<file path="src/rtl/core/lpahp_pkg.sv">
// package with types and constants of the length-prefixed auth header parser
`timescale 1ns / 1ps

package lpahp_pkg;

  localparam int unsigned CfgIdxW  = 2;
  localparam int unsigned CfgDataW = 32;

  localparam logic [CfgIdxW-1:0] CfgServicePort  = 2'd0;
  localparam logic [CfgIdxW-1:0] CfgAuthOpcode   = 2'd1;
  localparam logic [CfgIdxW-1:0] CfgMinNameLen   = 2'd2;

  localparam logic [15:0] ServicePortRst = 16'd3724;
  localparam logic [31:0] AuthOpcodeRst  = 32'd493;
  localparam logic [5:0]  MinNameLenRst  = 6'd3;

  localparam logic [15:0] NameMaxLength  = 16'd63;
  localparam logic [15:0] PosMax         = 16'hFFFF;
  localparam logic [15:0] MinMatchLen    = 16'd6;
  localparam logic [15:0] OpcodeLen      = 16'd10;
  localparam logic [15:0] ScanStart      = 16'd10;
  localparam logic [7:0]  PrintLow       = 8'd32;
  localparam logic [7:0]  PrintHigh      = 8'd126;

  localparam int unsigned InDataW  = 24;
  localparam int unsigned OutDataW = 96;

  typedef struct packed {
    logic [5:0]  name_length;
    logic [15:0] name_offset;
    logic        name_found;
    logic [31:0] client_build;
    logic        is_auth;
    logic [31:0] opcode;
    logic        opcode_valid;
    logic        length_match;
  } report_t;

  localparam int unsigned ReportW = $bits(report_t);

endpackage

</file>
<file path="src/rtl/core/length_prefixed_auth_header_parser_top.sv">
// top level of the length-prefixed auth header parser
//
// channel    | dir | handshake                  | words
// s_axis     | in  | tvalid/tready, tdata/tuser | one payload byte, tlast on final byte
// m_axis     | out | tvalid/tready, tdata       | one report per packet
// cfg        | in  | cfg_we_i, no wait          | register writes
//
// one byte per cycle while the report is not stalled; the last byte passes the input register, then the report register
// stages: input register, then byte state update and the report register
// reset clears the counters, packet state and valid flags and sets the config registers to their defaults
// a stalled report holds both stages; a byte still enters an empty input register while the report waits
`timescale 1ns / 1ps

module length_prefixed_auth_header_parser_top (
  input  logic                              clk_i,
  input  logic                              rst_ni,
  input  logic                              s_axis_tvalid_i,
  output logic                              s_axis_tready_o,
  // data_byte [7:0], dest_port [23:8]
  input  logic [lpahp_pkg::InDataW-1:0]     s_axis_tdata_i,
  // is_tcp [0]
  input  logic                              s_axis_tuser_i,
  input  logic                              s_axis_tlast_i,
  output logic                              m_axis_tvalid_o,
  input  logic                              m_axis_tready_i,
  // length_match [0], opcode_valid [1], opcode [33:2], is_auth [34],
  // client_build [66:35], name_found [67], name_offset [83:68], name_length [89:84]
  output logic [lpahp_pkg::OutDataW-1:0]    m_axis_tdata_o,
  input  logic                              cfg_we_i,
  input  logic [lpahp_pkg::CfgIdxW-1:0]     cfg_idx_i,
  input  logic [lpahp_pkg::CfgDataW-1:0]    cfg_data_i
);

  // configuration
  logic [15:0] service_port_q;
  logic [31:0] auth_opcode_q;
  logic [5:0]  min_name_len_q;

  always_ff @(posedge clk_i or negedge rst_ni) begin
    if (!rst_ni) begin
      service_port_q <= lpahp_pkg::ServicePortRst;
      auth_opcode_q  <= lpahp_pkg::AuthOpcodeRst;
      min_name_len_q <= lpahp_pkg::MinNameLenRst;
    end else if (cfg_we_i) begin
      case (cfg_idx_i)
        lpahp_pkg::CfgServicePort: service_port_q <= cfg_data_i[15:0];
        lpahp_pkg::CfgAuthOpcode:  auth_opcode_q  <= cfg_data_i;
        lpahp_pkg::CfgMinNameLen:  min_name_len_q <= cfg_data_i[5:0];
        default: ;
      endcase
    end
  end

  // input register
  logic        in_valid_q;
  logic [7:0]  in_byte_q;
  logic [15:0] in_port_q;
  logic        in_tcp_q;
  logic        in_last_q;
  logic        out_valid_q;
  logic        stall;
  logic        adv;

  assign stall           = out_valid_q && !m_axis_tready_i;
  assign adv             = in_valid_q && !stall;
  assign s_axis_tready_o = !in_valid_q || !stall;

  always_ff @(posedge clk_i or negedge rst_ni) begin
    if (!rst_ni) begin
      in_valid_q <= 1'b0;
    end else if (s_axis_tready_o) begin
      in_valid_q <= s_axis_tvalid_i;
    end
  end

  always_ff @(posedge clk_i) begin
    if (s_axis_tready_o && s_axis_tvalid_i) begin
      in_byte_q <= s_axis_tdata_i[7:0];
      in_port_q <= s_axis_tdata_i[23:8];
      in_tcp_q  <= s_axis_tuser_i;
      in_last_q <= s_axis_tlast_i;
    end
  end

  // packet state
  logic [15:0] pos_q, pos_d;
  logic [15:0] decl_q, decl_d;
  logic [31:0] opc_q, opc_d;
  logic [31:0] build_q, build_d;
  logic [15:0] port_q, port_d;
  logic        tcp_q, tcp_d;
  logic        run_q, run_d;
  logic [15:0] run_start_q, run_start_d;
  logic        scan_done_q, scan_done_d;
  logic        found_q, found_d;
  logic [5:0]  found_len_q, found_len_d;
  logic [15:0] found_off_q, found_off_d;

  logic [1:0]  opc_lane;
  logic [1:0]  build_lane;
  logic [15:0] run_len;
  logic [15:0] run_len_cap;
  logic        printable;
  logic        sat;
  logic        op_valid;
  lpahp_pkg::report_t rep_d, rep_q;

  always_comb begin
    opc_lane    = 2'(pos_q - 16'd2);
    build_lane  = 2'(pos_q - 16'd6);
    run_len     = pos_q - run_start_q;
    run_len_cap = (run_len < lpahp_pkg::NameMaxLength) ? run_len : lpahp_pkg::NameMaxLength;
    printable   = in_byte_q inside {[lpahp_pkg::PrintLow:lpahp_pkg::PrintHigh]};

    pos_d       = pos_q;
    decl_d      = decl_q;
    opc_d       = opc_q;
    build_d     = build_q;
    port_d      = port_q;
    tcp_d       = tcp_q;
    run_d       = run_q;
    run_start_d = run_start_q;
    scan_done_d = scan_done_q;
    found_d     = found_q;
    found_len_d = found_len_q;
    found_off_d = found_off_q;

    if (pos_q != lpahp_pkg::PosMax) begin
      if (pos_q == 16'd0) begin
        port_d = in_port_q;
        tcp_d  = in_tcp_q;
        decl_d = {in_byte_q, 8'd0};
      end else if (pos_q == 16'd1) begin
        decl_d = {decl_q[15:8], in_byte_q};
      end else if (pos_q <= 16'd5) begin
        opc_d[{opc_lane, 3'd0} +: 8] = in_byte_q;
      end else if (pos_q <= 16'd9) begin
        build_d[{build_lane, 3'd0} +: 8] = in_byte_q;
      end
      if (!scan_done_q && pos_q >= lpahp_pkg::ScanStart) begin
        if (printable) begin
          if (!run_q) begin
            run_start_d = pos_q;
            run_d       = 1'b1;
          end
        end else if (run_q && in_byte_q == 8'd0) begin
          if (run_len >= {10'd0, min_name_len_q}) begin
            found_d     = 1'b1;
            found_len_d = run_len_cap[5:0];
            found_off_d = run_start_q;
          end
          scan_done_d = 1'b1;
        end else begin
          run_d = 1'b0;
        end
      end
      pos_d = pos_q + 16'd1;
    end

    sat                = (pos_d == lpahp_pkg::PosMax);
    op_valid           = (pos_d >= lpahp_pkg::OpcodeLen);
    rep_d.length_match = tcp_d && (pos_d >= lpahp_pkg::MinMatchLen) && !sat
                         && (decl_d == pos_d - 16'd2) && (port_d == service_port_q);
    rep_d.opcode_valid = op_valid;
    rep_d.opcode       = op_valid ? opc_d : 32'd0;
    rep_d.is_auth      = op_valid && (opc_d == auth_opcode_q);
    rep_d.client_build = rep_d.is_auth ? build_d : 32'd0;
    rep_d.name_found   = rep_d.is_auth && found_d;
    rep_d.name_offset  = rep_d.name_found ? found_off_d : 16'd0;
    rep_d.name_length  = rep_d.name_found ? found_len_d : 6'd0;
  end

  always_ff @(posedge clk_i or negedge rst_ni) begin
    if (!rst_ni) begin
      pos_q       <= '0;
      decl_q      <= '0;
      opc_q       <= '0;
      build_q     <= '0;
      port_q      <= '0;
      tcp_q       <= 1'b0;
      run_q       <= 1'b0;
      run_start_q <= '0;
      scan_done_q <= 1'b0;
      found_q     <= 1'b0;
      found_len_q <= '0;
      found_off_q <= '0;
    end else if (adv) begin
      if (in_last_q) begin
        pos_q       <= '0;
        decl_q      <= '0;
        opc_q       <= '0;
        build_q     <= '0;
        port_q      <= '0;
        tcp_q       <= 1'b0;
        run_q       <= 1'b0;
        run_start_q <= '0;
        scan_done_q <= 1'b0;
        found_q     <= 1'b0;
        found_len_q <= '0;
        found_off_q <= '0;
      end else begin
        pos_q       <= pos_d;
        decl_q      <= decl_d;
        opc_q       <= opc_d;
        build_q     <= build_d;
        port_q      <= port_d;
        tcp_q       <= tcp_d;
        run_q       <= run_d;
        run_start_q <= run_start_d;
        scan_done_q <= scan_done_d;
        found_q     <= found_d;
        found_len_q <= found_len_d;
        found_off_q <= found_off_d;
      end
    end
  end

  // report register
  always_ff @(posedge clk_i or negedge rst_ni) begin
    if (!rst_ni) begin
      out_valid_q <= 1'b0;
    end else if (adv && in_last_q) begin
      out_valid_q <= 1'b1;
    end else if (m_axis_tready_i) begin
      out_valid_q <= 1'b0;
    end
  end

  always_ff @(posedge clk_i) begin
    if (adv && in_last_q) begin
      rep_q <= rep_d;
    end
  end

  assign m_axis_tvalid_o = out_valid_q;
  assign m_axis_tdata_o  = {(lpahp_pkg::OutDataW - lpahp_pkg::ReportW)'(0), rep_q};

`ifndef SYNTHESIS
  a_last_gives_report: assert property (@(posedge clk_i) disable iff (!rst_ni)
    adv && in_last_q |=> out_valid_q)
    else $error("last byte gave no report");

  a_last_clears_pos: assert property (@(posedge clk_i) disable iff (!rst_ni)
    adv && in_last_q |=> pos_q == 16'd0)
    else $error("byte counter not cleared after packet");

  a_name_needs_auth: assert property (@(posedge clk_i) disable iff (!rst_ni)
    out_valid_q && rep_q.name_found |-> rep_q.is_auth && rep_q.opcode_valid)
    else $error("name reported without auth opcode");

  a_stall_blocks_input: assert property (@(posedge clk_i) disable iff (!rst_ni)
    in_valid_q && stall |-> !s_axis_tready_o)
    else $error("input taken while pipeline stalled");

  a_scan_after_start: assert property (@(posedge clk_i) disable iff (!rst_ni)
    run_q |-> pos_q > lpahp_pkg::ScanStart)
    else $error("printable run open before scan start");
`endif

endmodule
</file>
<file path="config.mk">
export PLATFORM = sky130hd
export DESIGN_NAME = length_prefixed_auth_header_parser_top
export DESIGN_NICKNAME = d
export VERILOG_FILES = /design/src/rtl/core/lpahp_pkg.sv /design/src/rtl/core/length_prefixed_auth_header_parser_top.sv
export SDC_FILE = /design/constraint.sdc
export NUM_CORES = 1
export LEC_CHECK = 0
export BUFFER_PORTS_ARGS = -buffer_cell sky130_fd_sc_hd__buf_2
export CAP_MARGIN = 20
export CORE_UTILIZATION = 25
export DETAILED_ROUTE_END_ITERATION = 10
export PLACE_DENSITY = 0.44
export SYNTH_ARGS = -nofsm -noshare
export SYNTH_HDL_FRONTEND = slang
export SYNTH_SLANG_ARGS = --single-unit
</file>
<file path="constraint.sdc">
create_clock -name clk_i -period 4 [get_ports clk_i]
set_input_delay 0.8 -clock clk_i [delete_from_list [all_inputs] [get_ports clk_i]]
set_output_delay 0.8 -clock clk_i [all_outputs]
set_load 0.02 [all_outputs]
</file>
==> Word level (Yosys, flattened, before mapping) <==
Index checks and enable logic that the tools add are counted.
W data, S select, Z words.
{ "totals": {"reg_bits": 326, "latchBits": 0, "mem_bits_rw": 0, "romBits": 0, "in_bits": 65, "mem_count": 0} }
{ "op_classes": {"addsub": 7, "mul": 0, "n_div": 0, "order_cmp": 9, "eq_ne": 11, "shift": 4, "n_mux": 61, "n_bitwise": 0, "reduce_logical": 33} }
{ "ops": {"columns": ["op", "count"], "rows": [
  ["$mux W32", 11],
  ["$mux W16", 19],
  ["$bwmux W32", 2],
  ["$shift A8 B7 Y32 const A", 2],
  ["$shiftx A8 B7 Y32", 2],
  ["$mux W6", 7],
  ["$eq A16 B16 Y1", 2],
  ["$eq A32 B32 Y1", 1],
  ["$ge A16 B4 Y1 const B", 2],
  ["$mux W1", 21],
  ["$add A16 B1 Y16 const B", 1],
  ["$eq A16 B1 Y1 const B", 1],
  ["$eq A16 B16 Y1 const B", 1],
  ["$ge A16 B3 Y1 const B", 1],
  ["$ge A16 B6 Y1", 1],
  ["$le A16 B3 Y1 const B", 1],
  ["$le A16 B4 Y1 const B", 1],
  ["$logic_not A16 Y1", 1],
  ["$lt A16 B6 Y1 const B", 1],
  ["$ne A16 B16 Y1 const B", 1],
  ["$sub A16 B16 Y16", 1],
  ["$sub A16 B2 Y16 const B", 1],
  ["$neg A5 Y7", 2],
  ["$logic_and A1 B1 Y1", 13],
  ["16 further kinds", 29]
]} }

==> Longest topological paths before layout <==
Gate-level depths: netlist (run 1).
{ "depth": {"depth_word": 11, "depth_mapped": 17, "ltp_nobuf": 16} }

==> Worst setup path before layout (run 1) <==
OpenSTA, ideal clock, no wires.
{ "synth_timing": {"path_kind": "flip-flop to flip-flop", "startpoint": "register pos_q[0]", "endpoint": "register found_off_q[0]", "setup_ns": 0.121, "arrival_time_ns": 3.735, "required_time_ns": 3.879, "setup_slack_ns": 0.144, "path_stages_with_launch": 16, "path_cell_list": "dfrtp_1 -> clkbuf_1 -> inv_1 -> ha_1 -> inv_1 -> fa_1 -> ha_1 -> a21o_1 -> a21o_1 -> a21o_1 -> a21oi_1 -> o221ai_1 -> o41a_1 -> and2_1 -> clkbuf_1 -> a22o_1"} }
{ "synth_via": {"elab_chain_cells": 8} }
{ "synth_lines": {"columns": ["item", "line", "text"], "rows": [
  ["start, declared", "length_prefixed_auth_header_parser_top.sv:86", "logic [15:0] pos_q, pos_d;"],
  ["start signal, assigned", "length_prefixed_auth_header_parser_top.sv:202", "pos_q <= pos_d;"],
  ["$sub A16 B16 Y16", "length_prefixed_auth_header_parser_top.sv:111", "run_len = pos_q - run_start_q;"],
  ["$ge A16 B6 Y1", "length_prefixed_auth_header_parser_top.sv:147", "if (run_len >= {10'd0, min_name_len_q}) begin"],
  ["$mux W16", "length_prefixed_auth_header_parser_top.sv:147", null],
  ["$mux W16", "length_prefixed_auth_header_parser_top.sv:146", "end else if (run_q && in_byte_q == 8'd0) begin"],
  ["$mux W16", "length_prefixed_auth_header_parser_top.sv:141", "if (printable) begin"],
  ["$mux W16", "length_prefixed_auth_header_parser_top.sv:140", "if (!scan_done_q && pos_q >= lpahp_pkg::ScanStart) begin"],
  ["$mux W16 (*)", "length_prefixed_auth_header_parser_top.sv:128", "if (pos_q != lpahp_pkg::PosMax) begin"],
  ["$mux W16 (*)", "length_prefixed_auth_header_parser_top.sv:188", "if (in_last_q) begin"],
  ["end signal, assigned", "length_prefixed_auth_header_parser_top.sv:213", "found_off_q <= found_off_d;"],
  ["end, declared", "length_prefixed_auth_header_parser_top.sv:97", "logic [15:0] found_off_q, found_off_d;"]
]} }
Mark *: on every way between the ends. The rest lies on a longest branch, timed or not.
A chain may end at the register's enable or synchronous reset.

==> Final worst setup path (run 1) <==
{ "layout_timing": {"startpoint": "register pos_q[1]", "endpoint": "register rep_q (netlist bit m_axis_tdata_o[88]) (data pin)"} }
{ "layout_via": {"elab_chain_cells": 11} }
{ "layout_lines": {"columns": ["item", "line", "text"], "rows": [
  ["$sub A2 B2 Y2", "length_prefixed_auth_header_parser_top.sv:109", "opc_lane = 2'(pos_q - 16'd2);"],
  ["$neg A5 Y7", "length_prefixed_auth_header_parser_top.sv:136", "opc_d[{opc_lane, 3'd0} +: 8] = in_byte_q;"],
  ["$shiftx A8 B7 Y32 or $shift A8 B7 Y32 (tied branches)", "length_prefixed_auth_header_parser_top.sv:136", null],
  ["$bwmux W32", "length_prefixed_auth_header_parser_top.sv:136", null],
  ["$mux W32", "length_prefixed_auth_header_parser_top.sv:135", "end else if (pos_q <= 16'd5) begin"],
  ["$mux W32", "length_prefixed_auth_header_parser_top.sv:133", "end else if (pos_q == 16'd1) begin"],
  ["$mux W32", "length_prefixed_auth_header_parser_top.sv:129", "if (pos_q == 16'd0) begin"],
  ["$mux W32", "length_prefixed_auth_header_parser_top.sv:128", null],
  ["$eq A32 B32 Y1", "length_prefixed_auth_header_parser_top.sv:166", "rep_d.is_auth = op_valid && (opc_d == auth_opcode_q);"],
  ["$logic_and A1 B1 Y1", "length_prefixed_auth_header_parser_top.sv:166", null],
  ["$logic_and A1 B1 Y1", "length_prefixed_auth_header_parser_top.sv:168", "rep_d.name_found = rep_d.is_auth && found_d;"],
  ["end signal, assigned", "length_prefixed_auth_header_parser_top.sv:231", "rep_q <= rep_d;"],
  ["end, declared", "length_prefixed_auth_header_parser_top.sv:106", "lpahp_pkg::report_t rep_d, rep_q;"]
]} }
Parallel ways exist; a longest one is shown, timed or not.

==> results of run 1 <==
-- cell usage after synthesis, drive strengths merged, types with 4 or more instances --
master | n | share of area
or3 | 20 | 0.0073
o221ai | 5 | 0.0026
nor4 | 21 | 0.011
mux2 | 57 | 0.037
edfxtp | 116 | 0.20
a21oi | 78 | 0.023
clkbuf | 67 | 0.015
or3b | 4 | 0.0020
or2 | 4 | 0.0015
nor2b | 13 | 0.0047
a22o | 45 | 0.023
a21o | 11 | 0.0048
and2 | 14 | 0.0051
and3 | 30 | 0.011
nand2b | 9 | 0.0033
inv | 47 | 0.010
xnor2 | 50 | 0.026
o31ai | 15 | 0.0066
nand4 | 36 | 0.013
buf | 33 | 0.012
o22ai | 6 | 0.0022
o31a | 6 | 0.0031
a211oi | 9 | 0.0039
a22oi | 28 | 0.012
nor3 | 25 | 0.0079
nand2 | 183 | 0.040
nor3b | 7 | 0.0034
nand3 | 24 | 0.0076
and4 | 7 | 0.0036
nand3b | 9 | 0.0039
o21ai | 155 | 0.045
xor2 | 29 | 0.015
ha | 30 | 0.022
dfstp | 15 | 0.023
a221oi | 8 | 0.0041
a31oi | 34 | 0.016
mux2i | 31 | 0.018
nor2 | 139 | 0.030
dfrtp | 195 | 0.28
o21a | 18 | 0.0079
-- sequential cells by signal, summed over array words and instances, names as in the netlist, 8 cells and up --
register,count
decl_q,16
run_start_q,16
in_byte_q,8
found_off_q,16
opc_q,32
service_port_q,16
in_port_q,16
pos_q,16
m_axis_tdata_o,90
port_q,16
build_q,32
auth_opcode_q,32
-- stage by stage --
| stage | util | hold WS [ns] |
|---|---|---|
| 2_1_floorplan | - | 0.442 |
| 6_report | 0.310 | 0.245 |
| 5_1_grt | 0.310 | 0.303 |
| 3_3_place_gp | 0.288 | 0.455 |
| 4_1_cts | 0.308 | 0.331 |
| 3_5_place_dp | 0.288 | 0.469 |
-- worst max-delay path, stage by stage, from the launching register on --
cell	delay (ns)
dfrtp_1	0.41
inv_1	0.14
ha_1	0.29
or3_1	0.40
a21o_4	0.32
o31a_1	0.28
or3_1	0.33
a22oi_2	0.28
nand3_1	0.13
nor4_1	0.30
nand3b_1	0.16
buf_12	0.21
a221oi_1	0.27
-- cell usage in the layout, fill, tap and decap left out, types with 49 or more instances in the layout --
cell | synthesis | routed
a21oi_1 | 78 | 78
xnor2_1 | 49 | 49
nor2_1 | 139 | 139
mux2_2 | 57 | 57
buf_2 | 11 | 155
o21ai_0 | 140 | 139
buf_4 | 12 | 88
edfxtp_1 | 116 | 116
dfrtp_1 | 195 | 195
nand2_1 | 183 | 182
-- cell families after synthesis --
family	after synthesis	synth area share
AOI/OAI and AO/OA	447	0.171
xor gates and xnor gates	79	0.0408
adders and majority gates	31	0.0230
buffers and inverters	148	0.0376
DFF	326	0.510
muxes	88	0.0555
other	1	0.000219
and+or+nand+nor	557	0.162
-- worst max path at each step --
stage	startpoint	to	slack (ns)	cells after the start
2_1_floorplan	pos_q[0]	found_off_q[0]	0.14	15
3_3_place_gp	pos_q[1]	m_axis_tdata_o[85]	0.15	14
3_5_place_dp	pos_q[1]	m_axis_tdata_o[87]	0.1	14
4_1_cts	pos_q[1]	m_axis_tdata_o[87]	0.06	14
5_1_grt	pos_q[1]	m_axis_tdata_o[85]	-0.02	12
6_report	pos_q[1]	m_axis_tdata_o[88]	0.21	12
-- layer usage --
metal,vias up,wire length [um]
li1,6541,-
met1,7016,27500
met2,371,26300
met3,69,2640
met4,0,1110
met5,-,0
-- area by class of cell --
class                           count  area [um2]
Fill cell                        6991       46600
Tap cell                          873        1090
Clock buffer                       58        1170
Timing Repair Buffer              253        1640
Clock inverter                     18         219
Antenna cell                        1        2.50
Sequential cell                   326        8760
Multi-Input combinational cell   1208        7890
Inverter                           48         183
-- report_power, final --
group / leakage [nW] / internal [W] / switching, W / total [W]
logic: 3.81 / 0.00181 / 0.00297 / 0.00478
clock network: 0.677 / 0.00237 / 0.00149 / 0.00385
registers: 3.88 / 0.00382 / 0.000285 / 0.00411
total: 8.37 / 0.00800 / 0.00474 / 0.0127
==> flow_results.xml, run 1 <==
<?xml version="1.0" encoding="UTF-8"?>
<metrics>
  <group name="critical_path">
    <metric name="rr_endpoint" unit="">m_axis_tdata_o[88]</metric>
    <metric name="critical_path_class" unit="">register to register</metric>
    <metric name="crit_required" unit="ns">4.38</metric>
    <metric name="critPathCaptureType" unit="">register</metric>
    <metric name="crit_fanout" unit="">56</metric>
    <metric name="worst_setup_path_start_kind" unit="">register</metric>
    <metric name="reg2reg_slack" unit="ns">0.21</metric>
    <metric name="critical_path.reg2reg.startpoint" unit="">pos_q[1]</metric>
    <metric name="rr_worst_depth" unit="">12</metric>
    <metric name="critPathArrivalTime" unit="ns">4.16</metric>
  </group>
  <group name="layout">
    <metric name="design.final.nets" unit="">1974</metric>
    <metric name="drive_gt1_frac" unit="">0.228</metric>
    <metric name="syn_to_final_growth" unit="%">22.1</metric>
    <metric name="stdcell_count" unit="">2785</metric>
    <metric name="finish.instance_area" unit="mm2">0.0210</metric>
  </group>
  <group name="synthesis">
    <metric name="synth-seq-area-share" unit="">0.510</metric>
    <metric name="yosysUniqueCellTypes" unit="">80</metric>
    <metric name="yosysWarnings" unit="">0</metric>
    <metric name="syn-instance-count" unit="">1677</metric>
    <metric name="synth-async-reset-ratio" unit="">0.644</metric>
    <metric name="synth_area_per_cell" unit="um2">10.2</metric>
    <metric name="mappedNetlistArea" unit="mm2">0.0172</metric>
    <metric name="synth.ff_latch_count" unit="">326</metric>
    <metric name="synth_enable_flop_cells" unit="">116</metric>
    <metric name="ys_dominant_reg_cell" unit="">dfrtp_1</metric>
  </group>
  <group name="sta">
    <metric name="timing.final.hold_violations" unit="">0</metric>
    <metric name="fin_skew" unit="ns">0.0200</metric>
    <metric name="finalSetupViolations" unit="">0</metric>
    <metric name="relSlewSlack" unit="">0.390</metric>
    <metric name="max_freq" unit="MHz">264</metric>
    <metric name="postLayoutSetupSlackWorst" unit="ns">0.211</metric>
    <metric name="tightestPinTransition" unit="ns">0.915</metric>
    <metric name="fin_crit_sh" unit="">0.947</metric>
    <metric name="min_period" unit="ns">3.79</metric>
    <metric name="finalMaxSlewViolations" unit="">0</metric>
    <metric name="totalNegativeSetupSlack" unit="ns">0</metric>
  </group>
  <group name="pwr">
    <metric name="power_per_cell_area" unit="mW/mm2">608</metric>
    <metric name="power_leakage" unit="nW">8.37</metric>
    <metric name="power.total" unit="W">0.0127</metric>
    <metric name="vdd_ir_drop_max" unit="mV">0.326</metric>
  </group>
  <group name="cts">
    <metric name="cts.htree.levels" unit="">2</metric>
    <metric name="root_buffer" unit="">clkbuf_16</metric>
    <metric name="clock-sinks" unit="">326</metric>
    <metric name="cts.clk_slew.worst_paths" unit="ns">0.06</metric>
    <metric name="num_cts_buffers" unit="">41</metric>
    <metric name="cts.repair.resized" unit="">0</metric>
    <metric name="ctsLongestPathBuffers" unit="">3</metric>
    <metric name="cts_tree" unit="">done</metric>
    <metric name="cts.repair_timing.setup_buffer_count" unit="">0</metric>
    <metric name="clock_latency_of_the_later_clocked_register_in_the_worst_skew_pair" unit="ns">0.56</metric>
    <metric name="post_cts_hold_buffer_count" unit="">0</metric>
  </group>
  <group name="floorplanning">
    <metric name="die_height" unit="um">264</metric>
    <metric name="pin_count" unit="">163</metric>
    <metric name="core" unit="mm2">0.0675</metric>
    <metric name="row_count" unit="">95</metric>
    <metric name="die-width" unit="um">264</metric>
    <metric name="initial_core_util" unit="">0.254</metric>
    <metric name="floorplan.die_area" unit="mm2">0.0697</metric>
  </group>
  <group name="grt">
    <metric name="grt_start_max_net_pins" unit="">92</metric>
    <metric name="grtUsageMet2" unit="">0.257</metric>
    <metric name="met3_usage" unit="">0.0249</metric>
    <metric name="grt.total_usage" unit="">0.164</metric>
    <metric name="global_route.overflow_total" unit="">0</metric>
    <metric name="number_of_antenna_violations_at_the_first_check_in_global_routing" unit="">0</metric>
    <metric name="grtUsageMet1" unit="">0.233</metric>
    <metric name="grt_pass1_wl" unit="um">87700</metric>
    <metric name="via_count_of_the_first_global_routing_pass" unit="">13874</metric>
    <metric name="busiest_layer" unit="">met2</metric>
  </group>
  <group name="detailed_routing">
    <metric name="routedWlPerCell" unit="um">20.7</metric>
    <metric name="postRouteWirelength" unit="um">57500</metric>
    <metric name="drc_errors" unit="">0</metric>
    <metric name="number_of_nets_still_failing_antenna_checks_after_routing" unit="">0</metric>
    <metric name="drt_iter0_markers" unit="">1020</metric>
    <metric name="drt_pre_antenna_iters" unit="">5</metric>
    <metric name="vias" unit="">13997</metric>
    <metric name="vias_per_cell" unit="">5.03</metric>
  </group>
  <group name="place">
    <metric name="detailedPlacementHpwl" unit="um">41300</metric>
    <metric name="cell_area_reported_after_detailed_placement" unit="mm2">0.0194</metric>
    <metric name="final_weighted_congestion_of_routability_driven_global_placement" unit="">0.893</metric>
    <metric name="dp_slack" unit="ns">0.100</metric>
    <metric name="placement.io_buffers" unit="">156</metric>
    <metric name="placed_cells" unit="">2707</metric>
  </group>
  <group name="flow_run">
    <metric name="cap_viol_max_count" unit="">0</metric>
  </group>
  <group name="min_path">
    <metric name="timing.hold.worst.class" unit="">input pin to async pin</metric>
  </group>
  <group name="outcome">
    <metric name="outcome" unit="">complete, no violations</metric>
  </group>
</metrics>
No activity file was read; power rests on OpenSTA's default activity.
==> inputs of run 2 (changes only) <==
--- a/config.mk
+++ b/config.mk
@@ -5,6 +5,7 @@
 export SDC_FILE = /design/constraint.sdc
 export NUM_CORES = 1
 export LEC_CHECK = 0
+export ABC_AREA = 1
 export BUFFER_PORTS_ARGS = -buffer_cell sky130_fd_sc_hd__buf_2
 export CAP_MARGIN = 20
 export CORE_UTILIZATION = 25
==> flow_results.xml, run 2 <==
<?xml version="1.0" encoding="UTF-8"?>
<metrics>
  <group name="detailed_routing">
    <metric name="wl_met2" unit="um">26300</metric>
    <metric name="route.top_layer_used" unit="">met4</metric>
    <metric name="drt_iter0_markers" unit="">1341</metric>
    <metric name="number_of_nets_still_failing_antenna_checks_after_routing" unit="">0</metric>
    <metric name="metal_1_wl" unit="um">28400</metric>
    <metric name="routedWlPerCell" unit="um">18.2</metric>
    <metric name="vias" unit="">14801</metric>
    <metric name="drt_pre_antenna_iters" unit="">9</metric>
    <metric name="postRouteWirelength" unit="um">58400</metric>
    <metric name="drc_errors" unit="">1</metric>
    <metric name="vias_per_cell" unit="">4.60</metric>
    <metric name="met3_length" unit="um">2900</metric>
  </group>
  <group name="synthesis">
    <metric name="ys_dominant_reg_cell" unit="">dfrtp_1</metric>
    <metric name="yosysTopAreaCellShare" unit="">0.282</metric>
    <metric name="mappedNetlistArea" unit="mm2">0.0173</metric>
    <metric name="synth_enable_flop_cells" unit="">116</metric>
    <metric name="syn-instance-count" unit="">2088</metric>
    <metric name="yosysWarnings" unit="">0</metric>
    <metric name="synth_top_cell_by_area" unit="">dfrtp_1</metric>
    <metric name="synth.top_cells.by_area" unit="">dfrtp_1 28%, edfxtp_1 20%, nand2_1 12%</metric>
    <metric name="yosys.cell_count.top_type" unit="">nand2_1</metric>
    <metric name="synth.ff_latch_count" unit="">326</metric>
    <metric name="synth.cells.most_frequent" unit="">539 x nand2_1, 253 x inv_1, 228 x o21ai_0</metric>
    <metric name="synth-async-reset-ratio" unit="">0.644</metric>
    <metric name="synth-seq-area-share" unit="">0.506</metric>
    <metric name="yosysUniqueCellTypes" unit="">50</metric>
    <metric name="synth_area_per_cell" unit="um2">8.29</metric>
  </group>
  <group name="critical_path">
    <metric name="critPathCaptureType" unit="">register</metric>
    <metric name="critPathArrivalTime" unit="ns">4.16</metric>
    <metric name="crit_required" unit="ns">4.41</metric>
    <metric name="critical_path_class" unit="">register to register</metric>
    <metric name="worst_setup_path_start_kind" unit="">register</metric>
    <metric name="crit_fanout" unit="">19</metric>
  </group>
  <group name="grt">
    <metric name="global_route.overflow_total" unit="">0</metric>
    <metric name="grt.total_usage" unit="">0.164</metric>
    <metric name="number_of_antenna_violations_at_the_first_check_in_global_routing" unit="">0</metric>
    <metric name="grt_start_max_net_pins" unit="">88</metric>
    <metric name="grt_pass1_wl" unit="um">89000</metric>
    <metric name="via_count_of_the_first_global_routing_pass" unit="">14513</metric>
  </group>
  <group name="cts">
    <metric name="clock-sinks" unit="">326</metric>
    <metric name="clock_latency_of_the_later_clocked_register_in_the_worst_skew_pair" unit="ns">0.57</metric>
    <metric name="ctsLongestPathBuffers" unit="">3</metric>
    <metric name="cts_tree" unit="">done</metric>
    <metric name="root_buffer" unit="">clkbuf_16</metric>
    <metric name="num_cts_buffers" unit="">41</metric>
    <metric name="cts.clk_slew.worst_paths" unit="ns">0.06</metric>
    <metric name="cts.htree.levels" unit="">2</metric>
    <metric name="post_cts_hold_buffer_count" unit="">0</metric>
  </group>
  <group name="floorplanning">
    <metric name="die-width" unit="um">265</metric>
    <metric name="die_height" unit="um">265</metric>
    <metric name="row_count" unit="">96</metric>
    <metric name="floorplan.die_area" unit="mm2">0.0703</metric>
    <metric name="initial_core_util" unit="">0.252</metric>
    <metric name="pin_count" unit="">163</metric>
    <metric name="core" unit="mm2">0.0686</metric>
  </group>
  <group name="pwr">
    <metric name="power_leakage" unit="nW">9.35</metric>
    <metric name="vdd_ir_drop_max" unit="mV">0.274</metric>
    <metric name="cellInternalPower" unit="W">0.00768</metric>
    <metric name="share_clk_of_total_power" unit="">0.306</metric>
    <metric name="comb_power_share" unit="">0.361</metric>
    <metric name="net-switching-power" unit="W">0.00474</metric>
    <metric name="power.share.switching" unit="">0.382</metric>
    <metric name="power_per_cell_area" unit="mW/mm2">599</metric>
    <metric name="share_seq_of_total_power" unit="">0.333</metric>
  </group>
  <group name="sta">
    <metric name="min_period" unit="ns">3.74</metric>
    <metric name="finalSetupViolations" unit="">0</metric>
    <metric name="postLayoutSetupSlackWorst" unit="ns">0.256</metric>
    <metric name="rsz0062_at_grt" unit="">false</metric>
    <metric name="timing.final.hold_violations" unit="">0</metric>
    <metric name="fin_skew" unit="ns">0.0153</metric>
    <metric name="relSlewSlack" unit="">0.366</metric>
    <metric name="tightestPinTransition" unit="ns">0.949</metric>
    <metric name="totalNegativeSetupSlack" unit="ns">0</metric>
    <metric name="fin_crit_sh" unit="">0.936</metric>
    <metric name="fin_hold_ws" unit="ns">0.321</metric>
    <metric name="max_freq" unit="MHz">267</metric>
    <metric name="finalMaxSlewViolations" unit="">0</metric>
  </group>
  <group name="place">
    <metric name="cell_area_reported_after_detailed_placement" unit="mm2">0.0193</metric>
    <metric name="dp_slack" unit="ns">0.0370</metric>
    <metric name="detailedPlacementHpwl" unit="um">43200</metric>
    <metric name="placement.io_buffers" unit="">156</metric>
    <metric name="final_weighted_congestion_of_routability_driven_global_placement" unit="">0.920</metric>
  </group>
  <group name="layout">
    <metric name="num-fill-cells" unit="">7426</metric>
    <metric name="syn_to_final_growth" unit="%">19.8</metric>
    <metric name="finish.instance_area" unit="mm2">0.0207</metric>
    <metric name="layout.cells.most_common_list" unit="">538 x nand2_1, 252 x inv_1, 228 x o21ai_0, 195 x dfrtp_1, 179 x nor2_1</metric>
    <metric name="diodes" unit="">0</metric>
    <metric name="design.final.nets" unit="">2350</metric>
    <metric name="drive_gt1_frac" unit="">0.162</metric>
    <metric name="layout_commonest_cell" unit="">nand2_1</metric>
    <metric name="largest_register_ffs" unit="">90</metric>
  </group>
  <group name="min_path">
    <metric name="timing.hold.worst.class" unit="">input pin to async pin</metric>
  </group>
  <group name="outcome">
    <metric name="violations_in_the_final_reports" unit="">design-rule violations</metric>
    <metric name="outcome" unit="">finished, violations left</metric>
  </group>
  <group name="flow_run">
    <metric name="cap_viol_max_count" unit="">0</metric>
  </group>
</metrics>
-- run 2: changes by cell type in the layout (fill, tap and decap cells not counted), moves of 43 or more --
cell | previous run | this run
a21oi_1 | 78 | 34
a22o_1 | 45 | 2
inv_1 | 45 | 252
mux2_2 | 57 | 5
nand2_1 | 182 | 538
nand3_1 | 22 | 106
o21ai_0 | 139 | 228
o22ai_1 | 6 | 68
-- run 2: metrics by stage --
| stage | utilization | total power, W | cells |
|---|---|---|---|
| CTS | 0.301 | 0.0125 | 3214 |
| finish | 0.302 | 0.0124 | 3218 |
| global placement | 0.281 | 0.00858 | 3138 |
| floorplan | - | 0.00719 | 2093 |
| detailed placement | 0.281 | 0.00863 | 3138 |
| global route | 0.302 | 0.0133 | 3218 |
-- run 2: final timing paths --
check	startpoint	end	slack, ns	cells after the start
worst min register to register	build_q[5]	build_q[5]	0.48	2
worst min-delay path	rst_ni	auth_opcode_q[11]	0.32	1
worst max-delay path	pos_q[0]	m_axis_tdata_o[81]	0.26	17
max in group asynchronous	rst_ni	found_off_q[11]	2.73	2
min in group clk_i	s_axis_tdata_i[10]	in_port_q[2]	0.40	1
worst max register to register	pos_q[0]	m_axis_tdata_o[81]	0.26	17
-- run 2: layout make-up --
class	instances	area, um2	area share
clock inverters	24	278	0.0134
inverters	261	981	0.0473
multi-input cells	1412	7180	0.346
flip-flops and latches	326	8760	0.422
repair buffers	212	1290	0.0621
clock buffers	52	1090	0.0525
well taps	931	1160	0.0562
-- run 2: what timing repair did --
action | in CTS | in global routing
endpoints found under the setup margin | 0 | 57
gates resized for setup | 0 | 9
buffers inserted | 0 | 3
-- run 2: cell families (layout without fill, tap and decap cells) --
kind of cell    Yosys count  count (layout)  synth area share
xor+xnor                 44              44            0.0223
other cells               1               6          0.000217
simple gates            970             971             0.250
flops                   326             326             0.506
mux                       5               5           0.00325
compound gates          355             355             0.111
fa+ha+maj                31              31            0.0228
buf+inv                 356             549            0.0847
-- run 2: critical path, cell delays in order (launching register included) --
cell	delay [ns]
dfrtp_1	0.38
buf_4	0.18
ha_1	0.26
nand3_1	0.19
nor2_4	0.24
nand4_2	0.15
nand2_1	0.12
inv_2	0.08
buf_4	0.21
nand3_2	0.24
nand2_1	0.09
nand2_1	0.16
xor2_1	0.27
nand3_1	0.17
nor2_4	0.23
buf_4	0.21
nand4_4	0.22
nor2_1	0.16
-- run 2: per-layer routing --
layer  track usage  up-vias
met2         0.256      413
li1              -     7197
met3        0.0256       68
met1         0.238     7123
met5             0        -
met4        0.0342        0
-- run 2: power by group through the flow --
stage          combinational [W]  sequential (W)  clock, W
2_1_floorplan            0.00302         0.00418         0
3_3_place_gp             0.00439         0.00419         0
3_5_place_dp             0.00443         0.00420         0
4_1_cts                  0.00445         0.00414   0.00392
5_1_grt                  0.00507         0.00418   0.00404
6_report                 0.00448         0.00414   0.00380
